<file path="config.mk">
export PLATFORM = sky130hd
export DESIGN_NAME = mdio_management_slave
export DESIGN_NICKNAME = d
export VERILOG_FILES = /design/src/rtl/core/mdioms_pkg.sv /design/src/rtl/core/mdioms_frame.sv /design/src/rtl/core/mdioms_out.sv /design/src/rtl/core/mdio_management_slave.sv
export SDC_FILE = /design/constraint.sdc
export NUM_CORES = 1
export LEC_CHECK = 0
export ABC_AREA = 0
export BUFFER_PORTS_ARGS = -buffer_cell sky130_fd_sc_hd__buf_2
export CAP_MARGIN = 20
export CORE_UTILIZATION = 45
export DETAILED_ROUTE_END_ITERATION = 12
export PLACE_DENSITY = 0.74
export SYNTH_ARGS = -nofsm -noshare
export SYNTH_HDL_FRONTEND = slang
export SYNTH_SLANG_ARGS = --single-unit
</file>
<file path="constraint.sdc">
create_clock -name clk -period 3.2 [get_ports clk]
set_clock_uncertainty 0.2 [all_clocks]
set_input_delay 0.64 -clock clk [delete_from_list [all_inputs] [get_ports clk]]
set_output_delay 0.64 -clock clk [all_outputs]
set_load 0.01 [all_outputs]
</file>
<file path="src/rtl/core/mdioms_pkg.sv">
`timescale 1ns / 1ps

package mdioms_pkg;

  typedef enum logic [2:0] {
    PH_PREAMBLE    = 3'd0,
    PH_FRAME_START = 3'd1,
    PH_HEADER      = 3'd2,
    PH_WRITE       = 3'd3,
    PH_READ_TA     = 3'd4,
    PH_READ_ZERO   = 3'd5,
    PH_READ_DATA   = 3'd6
  } phase_t;

  localparam int unsigned ADDR_W      = 5;
  localparam int unsigned DATA_W      = 16;
  localparam int unsigned SHIFT_W     = 32;
  localparam int unsigned COUNT_W     = 5;
  localparam int unsigned HEADER_BITS = 2 + 2 + 5 + 5;
  localparam int unsigned WRITE_BITS  = 16 + 2;

  localparam logic [1:0] START_FIELD = 2'b01;
  localparam logic [1:0] READ_OP     = 2'd2;
  localparam logic [1:0] OP_WRITE    = 2'd1;

  localparam logic [ADDR_W-1:0] BROADCAST_ADDR = 5'd0;
  localparam logic [ADDR_W-1:0] STATUS_REG     = 5'd1;
  localparam logic [ADDR_W-1:0] PHY_ADDR_RESET = 5'd0;
  localparam logic [DATA_W-1:0] STATUS_RESET   = 16'h0004;

  localparam logic CFG_PHY_ADDRESS  = 1'b0;
  localparam logic CFG_STATUS_VALUE = 1'b1;

  typedef struct packed {
    logic              drive_enable;
    logic              drive_value;
    logic              write_valid;
    logic [ADDR_W-1:0] write_register;
    logic [DATA_W-1:0] write_value;
  } result_t;

endpackage

</file>
<file path="src/rtl/core/mdioms_frame.sv">
`timescale 1ns / 1ps

module mdioms_frame (
  input  logic                                clk,
  input  logic                                rst,
  input  logic                                step,
  input  logic                                clock_edge,
  input  logic                                mdio_in,
  input  logic [mdioms_pkg::ADDR_W-1:0]       phy_address,
  input  logic [mdioms_pkg::DATA_W-1:0]       status_value,
  output mdioms_pkg::result_t                 result
);

  logic [mdioms_pkg::SHIFT_W-1:0] shift_bits, shift_bits_next;
  logic [mdioms_pkg::COUNT_W-1:0] bit_count, bit_count_next;
  logic [mdioms_pkg::ADDR_W-1:0]  register_number, register_number_next;
  mdioms_pkg::phase_t             phase, phase_next;
  logic                           driving, driving_next;
  logic                           line_out, line_out_next;

  logic [mdioms_pkg::SHIFT_W-1:0] shifted;
  logic [mdioms_pkg::COUNT_W-1:0] count_inc;
  logic [mdioms_pkg::DATA_W-1:0]  read_value;

  assign shifted    = {shift_bits[mdioms_pkg::SHIFT_W-2:0], mdio_in};
  assign count_inc  = bit_count + 5'd1;
  assign read_value = (register_number == mdioms_pkg::STATUS_REG) ? status_value : '0;

  always_ff @(posedge clk) begin
    if (rst) begin
      shift_bits      <= '0;
      bit_count       <= '0;
      register_number <= '0;
      phase           <= mdioms_pkg::PH_PREAMBLE;
      driving         <= 1'b0;
      line_out        <= 1'b0;
    end else if (step) begin
      shift_bits      <= shift_bits_next;
      bit_count       <= bit_count_next;
      register_number <= register_number_next;
      phase           <= phase_next;
      driving         <= driving_next;
      line_out        <= line_out_next;
    end
  end

  always_comb begin
    shift_bits_next      = shift_bits;
    bit_count_next       = bit_count;
    register_number_next = register_number;
    phase_next           = phase;
    driving_next         = driving;
    line_out_next        = line_out;
    result               = '0;

    if (clock_edge) begin
      unique case (phase)
        mdioms_pkg::PH_READ_ZERO, mdioms_pkg::PH_READ_DATA: begin
        end
        mdioms_pkg::PH_PREAMBLE: begin
          shift_bits_next = shifted;
          if (shifted == '1) begin
            phase_next = mdioms_pkg::PH_FRAME_START;
          end
        end
        mdioms_pkg::PH_FRAME_START: begin
          shift_bits_next = shifted;
          if (!mdio_in) begin
            bit_count_next = 5'd1;
            phase_next     = mdioms_pkg::PH_HEADER;
          end
        end
        mdioms_pkg::PH_HEADER: begin
          shift_bits_next = shifted;
          bit_count_next  = count_inc;
          if (count_inc == 5'(mdioms_pkg::HEADER_BITS)) begin
            register_number_next = shifted[4:0];
            priority if (shifted[13:12] != mdioms_pkg::START_FIELD ||
                         (shifted[9:5] != mdioms_pkg::BROADCAST_ADDR &&
                          shifted[9:5] != phy_address)) begin
              phase_next = mdioms_pkg::PH_PREAMBLE;
            end else if (shifted[11:10] == mdioms_pkg::OP_WRITE) begin
              bit_count_next = '0;
              phase_next     = mdioms_pkg::PH_WRITE;
            end else if (shifted[11:10] == mdioms_pkg::READ_OP) begin
              phase_next = mdioms_pkg::PH_READ_TA;
            end else begin
              phase_next = mdioms_pkg::PH_PREAMBLE;
            end
          end
        end
        mdioms_pkg::PH_WRITE: begin
          shift_bits_next = shifted;
          bit_count_next  = count_inc;
          if (count_inc == 5'(mdioms_pkg::WRITE_BITS)) begin
            result.write_valid    = 1'b1;
            result.write_register = register_number;
            result.write_value    = shifted[mdioms_pkg::DATA_W-1:0];
            phase_next            = mdioms_pkg::PH_PREAMBLE;
          end
        end
        mdioms_pkg::PH_READ_TA: begin
          shift_bits_next = shifted;
          phase_next      = mdioms_pkg::PH_READ_ZERO;
        end
        default: begin
          shift_bits_next = shifted;
          phase_next      = mdioms_pkg::PH_PREAMBLE;
        end
      endcase
    end else begin
      unique case (phase)
        mdioms_pkg::PH_READ_ZERO: begin
          driving_next    = 1'b1;
          line_out_next   = 1'b0;
          shift_bits_next = {16'd0, read_value};
          bit_count_next  = '0;
          phase_next      = mdioms_pkg::PH_READ_DATA;
        end
        mdioms_pkg::PH_READ_DATA: begin
          if (bit_count >= 5'(mdioms_pkg::DATA_W)) begin
            driving_next    = 1'b0;
            line_out_next   = 1'b0;
            shift_bits_next = '0;
            bit_count_next  = '0;
            phase_next      = mdioms_pkg::PH_PREAMBLE;
          end else begin
            line_out_next   = shift_bits[mdioms_pkg::DATA_W-1];
            shift_bits_next = {16'd0, shift_bits[mdioms_pkg::DATA_W-2:0], 1'b0};
            bit_count_next  = count_inc;
          end
        end
        default: begin
        end
      endcase
    end

    result.drive_enable = driving_next;
    result.drive_value  = driving_next & line_out_next;
  end

  // drive window matches the data phase exactly
  assert property (@(posedge clk) disable iff (rst)
    driving == (phase == mdioms_pkg::PH_READ_DATA))
    else $error("drive flag out of step with read data phase");

  assert property (@(posedge clk) disable iff (rst)
    phase == mdioms_pkg::PH_READ_DATA |-> bit_count <= 5'(mdioms_pkg::DATA_W))
    else $error("read bit count overran");

  assert property (@(posedge clk) disable iff (rst)
    phase == mdioms_pkg::PH_HEADER |-> bit_count < 5'(mdioms_pkg::HEADER_BITS))
    else $error("header bit count overran");

  assert property (@(posedge clk) disable iff (rst)
    phase == mdioms_pkg::PH_WRITE |-> bit_count < 5'(mdioms_pkg::WRITE_BITS))
    else $error("write bit count overran");

endmodule

</file>
<file path="src/rtl/core/mdioms_out.sv">
`timescale 1ns / 1ps

module mdioms_out (
  input  logic                clk,
  input  logic                rst,
  input  logic                step,
  input  mdioms_pkg::result_t result,
  output logic                take,
  output logic                out_valid,
  input  logic                out_stall,
  output mdioms_pkg::result_t held
);

  assign take = !out_valid || !out_stall;

  always_ff @(posedge clk) begin
    if (rst) begin
      out_valid <= 1'b0;
    end else if (take) begin
      out_valid <= step;
    end
  end

  always_ff @(posedge clk) begin
    if (step) begin
      held <= result;
    end
  end

endmodule

</file>
<file path="src/rtl/core/mdio_management_slave.sv">
`timescale 1ns / 1ps
// mdio clause 22 management slave, phy side, one mdc edge per item
// result path: each accepted item passes the input register, then the result register
// throughput: one item per cycle, sustained while out_stall stays low
// reset: synchronous rst returns the frame decoder to preamble wait, clears
// the shift register and drive state, and loads phy_address 0, status_value 4

module mdio_management_slave (
  input  logic                          clk,
  input  logic                          rst,
  input  logic                          in_valid,
  output logic                          in_stall,
  input  logic                          clock_edge,
  input  logic                          mdio_in,
  output logic                          out_valid,
  input  logic                          out_stall,
  output logic                          drive_enable,
  output logic                          drive_value,
  output logic                          write_valid,
  output logic [mdioms_pkg::ADDR_W-1:0] write_register,
  output logic [mdioms_pkg::DATA_W-1:0] write_value,
  input  logic                          cfg_write,
  input  logic                          cfg_index,
  input  logic [mdioms_pkg::DATA_W-1:0] cfg_data
);

  logic [mdioms_pkg::ADDR_W-1:0] phy_address;
  logic [mdioms_pkg::DATA_W-1:0] status_value;

  logic in_full;
  logic in_edge;
  logic in_bit;
  logic take;
  logic step;

  mdioms_pkg::result_t result;
  mdioms_pkg::result_t held;

  always_ff @(posedge clk) begin
    if (rst) begin
      phy_address  <= mdioms_pkg::PHY_ADDR_RESET;
      status_value <= mdioms_pkg::STATUS_RESET;
    end else if (cfg_write) begin
      unique case (cfg_index)
        mdioms_pkg::CFG_PHY_ADDRESS:  phy_address  <= cfg_data[mdioms_pkg::ADDR_W-1:0];
        mdioms_pkg::CFG_STATUS_VALUE: status_value <= cfg_data;
        default: begin
        end
      endcase
    end
  end

  assign step     = in_full && take;
  assign in_stall = in_full && !take;

  always_ff @(posedge clk) begin
    if (rst) begin
      in_full <= 1'b0;
    end else if (!in_stall) begin
      in_full <= in_valid;
    end
  end

  always_ff @(posedge clk) begin
    if (in_valid && !in_stall) begin
      in_edge <= clock_edge;
      in_bit  <= mdio_in;
    end
  end

  mdioms_frame u_frame (
    .clk          (clk),
    .rst          (rst),
    .step         (step),
    .clock_edge   (in_edge),
    .mdio_in      (in_bit),
    .phy_address  (phy_address),
    .status_value (status_value),
    .result       (result)
  );

  mdioms_out u_out (
    .clk       (clk),
    .rst       (rst),
    .step      (step),
    .result    (result),
    .take      (take),
    .out_valid (out_valid),
    .out_stall (out_stall),
    .held      (held)
  );

  assign drive_enable   = held.drive_enable;
  assign drive_value    = held.drive_value;
  assign write_valid    = held.write_valid;
  assign write_register = held.write_register;
  assign write_value    = held.write_value;

endmodule
</file>
# Yosys cells after proc, flatten, opt, wreduce, memory -nomap -nowiden
# Cells that the tools add are included.
# W data, S select, Z words.
# op_classes
add_sub_neg	1
order_cmp	1
muxes	31
n_eq_ne	21
n_reduce_logical	22
n_bitwise	2
# op_table
operator	n
$mux W31	2
$pmux W31 S2	1
$eq A32 B32 Y1 const B	1
$mux W16	2
$mux W5	6
$mux W3	9
$mux W22	1
$pmux W3 S6	1
$pmux W5 S3	1
$ne A3 B2 Y1 const B	4
$pmux W5 S2	1
$eq A3 B3 Y1 const B	3
$reduce_and A4 Y1	2
$reduce_and A8 Y1	1
$eq A3 B2 Y1 const B	2
$pmux W3 S2	1
$reduce_and A2 Y1	3
$reduce_and A3 Y1	2
$add A5 B1 Y5 const B	1
$eq A5 B1 Y1 const B	1
$eq A5 B4 Y1 const B	1
$eq A5 B5 Y1 const B	1
$ge A5 B5 Y1 const B	1
$ne A5 B5 Y1	1
18 further kinds	29
# word_totals
wordCells	95
out_inout_bits	26
ff_bits	95
in_bits	24

# Logic depth before layout (Yosys ltp)
# logic_depth
word_depth	7
ltp_mapped	8
ltp_nobuf	8

# Modules after synthesis
# Synthesis repeated with hierarchy kept, for this count alone.
# unflattened
cells_unflattened	440
hier_area_um2	4371.7
# by_module_without_submodules
mod	area_per_inst_um2	instances	seq_area_each_um2	cells_per_inst
mdioms_frame	2529.9	1	920.9	313
mdio_management_slave	1088.5	1	500.5	99
mdioms_out	753.2	1	740.7	28

# Worst setup path after synthesis
# Ideal clock, no wire load.
# synth_timing
path_kind	input -> register
from	input port out_stall
to	register u_frame.phase[0]
path_slack_ns	0.609
path_stages	7
arrival_time_ns	2.273
n_path_buf	0
t_required_ns	2.883
cell_sequence	a21bo_2 -> inv_2 -> and2_1 -> mux2i_1 -> nor4_2 -> nand2_1 -> a32o_1
# synth_via
elab_chain_len	4
# synth_rtl
element	line_no	source
start: declaration	mdio_management_slave.sv:16	input logic out_stall,
$logic_not A1 Y1	mdioms_out.sv:14	assign take = !out_valid || !out_stall;
$logic_or A1 B1 Y1	mdioms_out.sv:14	
$logic_and A1 B1 Y1	mdio_management_slave.sv:53	assign step = in_full && take;
named net step	mdio_management_slave.sv:34	logic step;
$reduce_and A8 Y1 (no line)	n/a	
end signal: assignment	mdioms_frame.sv:34	phase <= mdioms_pkg::PH_PREAMBLE;
end signal: assignment	mdioms_frame.sv:41	phase <= phase_next;
end: declaration	mdioms_frame.sv:17	mdioms_pkg::phase_t phase, phase_next;
# The timed path passes the listed nets, and every way through them passes these cells.
# A chain may end at the register's enable or synchronous reset.

# Final worst setup path
# layout_timing
from	register in_edge
to	register u_frame.register_number[4] in the netlist's numbering
# layout_via
elab_chain_len	1
# layout_rtl
element	line_no	source
start: declaration	mdio_management_slave.sv:31	logic in_edge;
start signal: assignment	mdio_management_slave.sv:66	in_edge <= clock_edge;
$reduce_and A4 Y1 (no line)	n/a	
end signal: assignment	mdioms_frame.sv:40	register_number <= register_number_next;
end: declaration	mdioms_frame.sv:16	logic [mdioms_pkg::ADDR_W-1:0] register_number, register_number_next;
# Every way passes these cells.

==> results_dict.tcl <==
set metrics [dict create \
    status "finished with violations" \
    failed_checks "design-rule violations" \
    switchingPower_uw 612 \
    endpoint_kind "register" \
    flow.area_growth_from_synthesis_pct 12.2 \
    met3WireLength_um 508 \
    cts_buffers 9 \
    peak_vdd_ir_v 0.000279 \
    worst_r2r_path_depth 5 \
    synth_seq_cells 95 \
    setup.worst_path.start_class "register" \
    post-cts-setup-buffers 0 \
    diodes 0 \
    power-per-cell-area_mw_per_mm2 485 \
    h-tree-depth 3 \
    final_period_minus_worst_setup_slack_ns 2.50 \
    share_of_the_core_filled_with_cells_pct 52.8 \
    critical_path_required_ns 3.24 \
    core_area_mm2 0.00881 \
    synth_seq_area_share_pct 52.1 \
    finalWeightedCongestion 0.785 \
    place_hpwl_um 6290 \
    chipWidth_um 98.0 \
    worstReg2RegStart "in_edge" \
    p_int_uw 1640 \
    clock_tree.buffer_depth 2 \
    cts_root_buf "sky130_fd_sc_hd__clkbuf_8" \
    layout.cells.non_filler 596 \
    clockPowerShare_pct 34.6 \
    min_path_type "in -> reg" \
    timing.final.setup_violations 0 \
    pin_count 50 \
    cts_resized 0 \
    die_footprint_mm2 0.00961 \
    clk_latency_ns 0.37 \
    synth.avg_cell_area_um2 9.22 \
    portBuffers 49 \
    yosys_warnings 0 \
    grt_antenna_before_repair 0 \
    cts_tree "done" \
    grt_setup_unrepaired "no" \
    asyncSetResetFlopFracSynth_pct 0 \
    rows 34 \
    routed_wl_per_cell_um 15.3 \
    whs_endpoint "in_edge" \
    leakagePower_uw 0.00170 \
    tns_ns 0 \
    finalMaxSlewViolations 0 \
    timing.reg2reg.setup_slack_ns 0.70 \
    postSynth.topFlopCell "sky130_fd_sc_hd__dfxtp_1" \
    startpoint_of_the_most_critical_hold_path "clock_edge" \
    layout_worst_path_cycle_share_pct 78.1 \
    worst-setup-path-type "reg -> reg" \
    vias_in_the_first_global_route 3099 \
    drtAntennaViolNets 0 \
    tightest_slew_ns 0.746 \
    power_frac_seq_pct 58.2 \
    grt_pass1_wl_um 15200 \
    starting_density_of_the_core_pct 47.1 \
    power.share.switching_pct 27.1 \
    postRouteWirelength_um 9110 \
    detail_route.vias_per_cell 5.72 \
    critical_path_peak_fanout 23 \
    postSynthCellCount 450 \
    maxCapViolations 0 \
    clkSinkCount 95 \
    share_comb_of_total_power_pct 7.2 \
    finalHoldViolations 0 \
    clock.fmax_ghz 0.400 \
    dpl.cell_count 580 \
    routed-via-count 3408 \
    cp_data_arrival_time_ns 2.54 \
    layout-drive-gt1-share_pct 16.8 \
    grt_use_total_pct 19.8 \
    grt_max_degree 41 \
    power_uw 2260 \
    num-nets-final 510 \
    cts.clk_slew.worst_paths_ns 0.10 \
    cts_hold_buf 0 \
    post_synth_design_cell_area_mm2 0.00415 \
    gr_overflow_total 0 \
    first_iter_violations 270 \
    timing.slew.headroom_pct 50.3 \
    postSynthNetCount 477 \
    r2r_endpoint "u_frame.register_number[4]" \
    cell_count_of_the_worst_hold_path 1 \
    synth_cell_type_count 51 \
    die_h_um 98.0 \
    drc_errors 7 \
    route.met2.wl_um 4020 \
    met1_length_um 4450 \
    synth-edff-count 26 \
    pre_antenna_drt_iters 9 \
    topRoutingLayerUsed "met4" \
]
==> state kept, by name, indices dropped and copies added (netlist names) <==
register,cells
u_frame.bit_count,5
u_frame.shift_bits,31
phy_address,5
in_edge,1
u_out.held,24
u_frame.driving,1
u_out.out_valid,1
status_value,16
in_full,1
u_frame.line_out,1
u_frame.register_number,5
in_bit,1
u_frame.phase,3
==> cells in the mapped netlist, types with 6 or more instances <==
cell type                  number  area, µm²
sky130_fd_sc_hd__nor2_1        37        139
sky130_fd_sc_hd__nand3_1       22        110
sky130_fd_sc_hd__xor2_1         6       52.6
sky130_fd_sc_hd__edfxtp_1      26        781
sky130_fd_sc_hd__a221oi_1      16        140
sky130_fd_sc_hd__clkbuf_1      28        105
sky130_fd_sc_hd__dfxtp_1       69       1380
sky130_fd_sc_hd__nand2_1       62        233
sky130_fd_sc_hd__inv_1          6       22.5
sky130_fd_sc_hd__a21oi_1       39        195
sky130_fd_sc_hd__o21ai_0        9       45.0
sky130_fd_sc_hd__mux2i_1       11        110
sky130_fd_sc_hd__nor3_1        22        110
sky130_fd_sc_hd__a31oi_1        6       37.5
sky130_fd_sc_hd__and2_1        23        144
sky130_fd_sc_hd__nand4_1        9       56.3
sky130_fd_sc_hd__nor4_1         6       37.5
==> cell type report <==
| type | count | area, µm² |
|---|---|---|
| fill | 831 | 4150 |
| sequential | 95 | 2160 |
| multi-input combinational | 314 | 1830 |
| timing repair buffer | 56 | 298 |
| tap | 108 | 135 |
| clock buffer | 9 | 124 |
| clock inverter | 7 | 73.8 |
| inverter | 7 | 26.3 |
==> power by group through the flow <==
stage | clock [µW] | sequential, µW | combinational (µW)
after floorplan | 0 | 1330 | 109
after global placement | 0 | 1340 | 158
after detailed placement | 0 | 1340 | 162
after CTS | 793 | 1310 | 163
after global routing | 844 | 1320 | 181
final | 781 | 1310 | 163
==> worst max-delay path, stage by stage, from the launching register on <==
cell and delay, ns:
sky130_fd_sc_hd__edfxtp_1 0.84, sky130_fd_sc_hd__and2b_1 0.32, sky130_fd_sc_hd__nand4_1 0.20, sky130_fd_sc_hd__nor4b_4 0.50, sky130_fd_sc_hd__mux2i_1 0.25, sky130_fd_sc_hd__nor2_1 0.05
==> metrics by stage <==
stage               worst slack (ns)  hold WS (ns)  area, µm²
detailed placement             0.637         0.250       4460
global route                   0.561         0.228       4650
floorplan                      0.609         0.232       4150
finish                         0.702         0.249       4650
CTS                            0.737         0.241       4650
global placement               0.729         0.246       4460
==> worst max path at each step <==
stage,startpoint,endpoint
2_1_floorplan,out_stall,u_frame.phase[0]
3_3_place_gp,out_stall,u_frame.phase[0]
3_5_place_dp,out_stall,u_frame.phase[0]
4_1_cts,in_edge,u_frame.register_number[4]
5_1_grt,in_edge,u_frame.bit_count[4]
6_report,in_edge,u_frame.register_number[4]
==> cell usage in the layout, fill, tap and decap left out, types with 16 or more instances in the layout <==
master and instances:
sky130_fd_sc_hd__edfxtp_1 26, sky130_fd_sc_hd__dfxtp_1 69, sky130_fd_sc_hd__and2_1 23, sky130_fd_sc_hd__a221oi_1 16, sky130_fd_sc_hd__buf_2 49, sky130_fd_sc_hd__a21oi_1 39
sky130_fd_sc_hd__nor3_1 22, sky130_fd_sc_hd__nor2_1 37, sky130_fd_sc_hd__nand3_1 22, sky130_fd_sc_hd__nand2_1 62
==> metal layers <==
layer / vias up / track usage (%)
met3: 11 / 4.01
met4: 0 / 6.18
met2: 121 / 30.6
li1: 1677 / -
met5: - / 0
met1: 1599 / 27.9
==> logic make-up after synthesis <==
kind of cell / count (synthesis) / share of synthesized area [%]
fa+ha+maj: 3 / 0.905
compound gates: 87 / 13.6
xor+xnor: 9 / 1.90
buf+inv: 41 / 3.92
flops: 95 / 52.1
simple gates: 203 / 24.6
mux: 12 / 2.93
(Power assumes the default switching activity.)
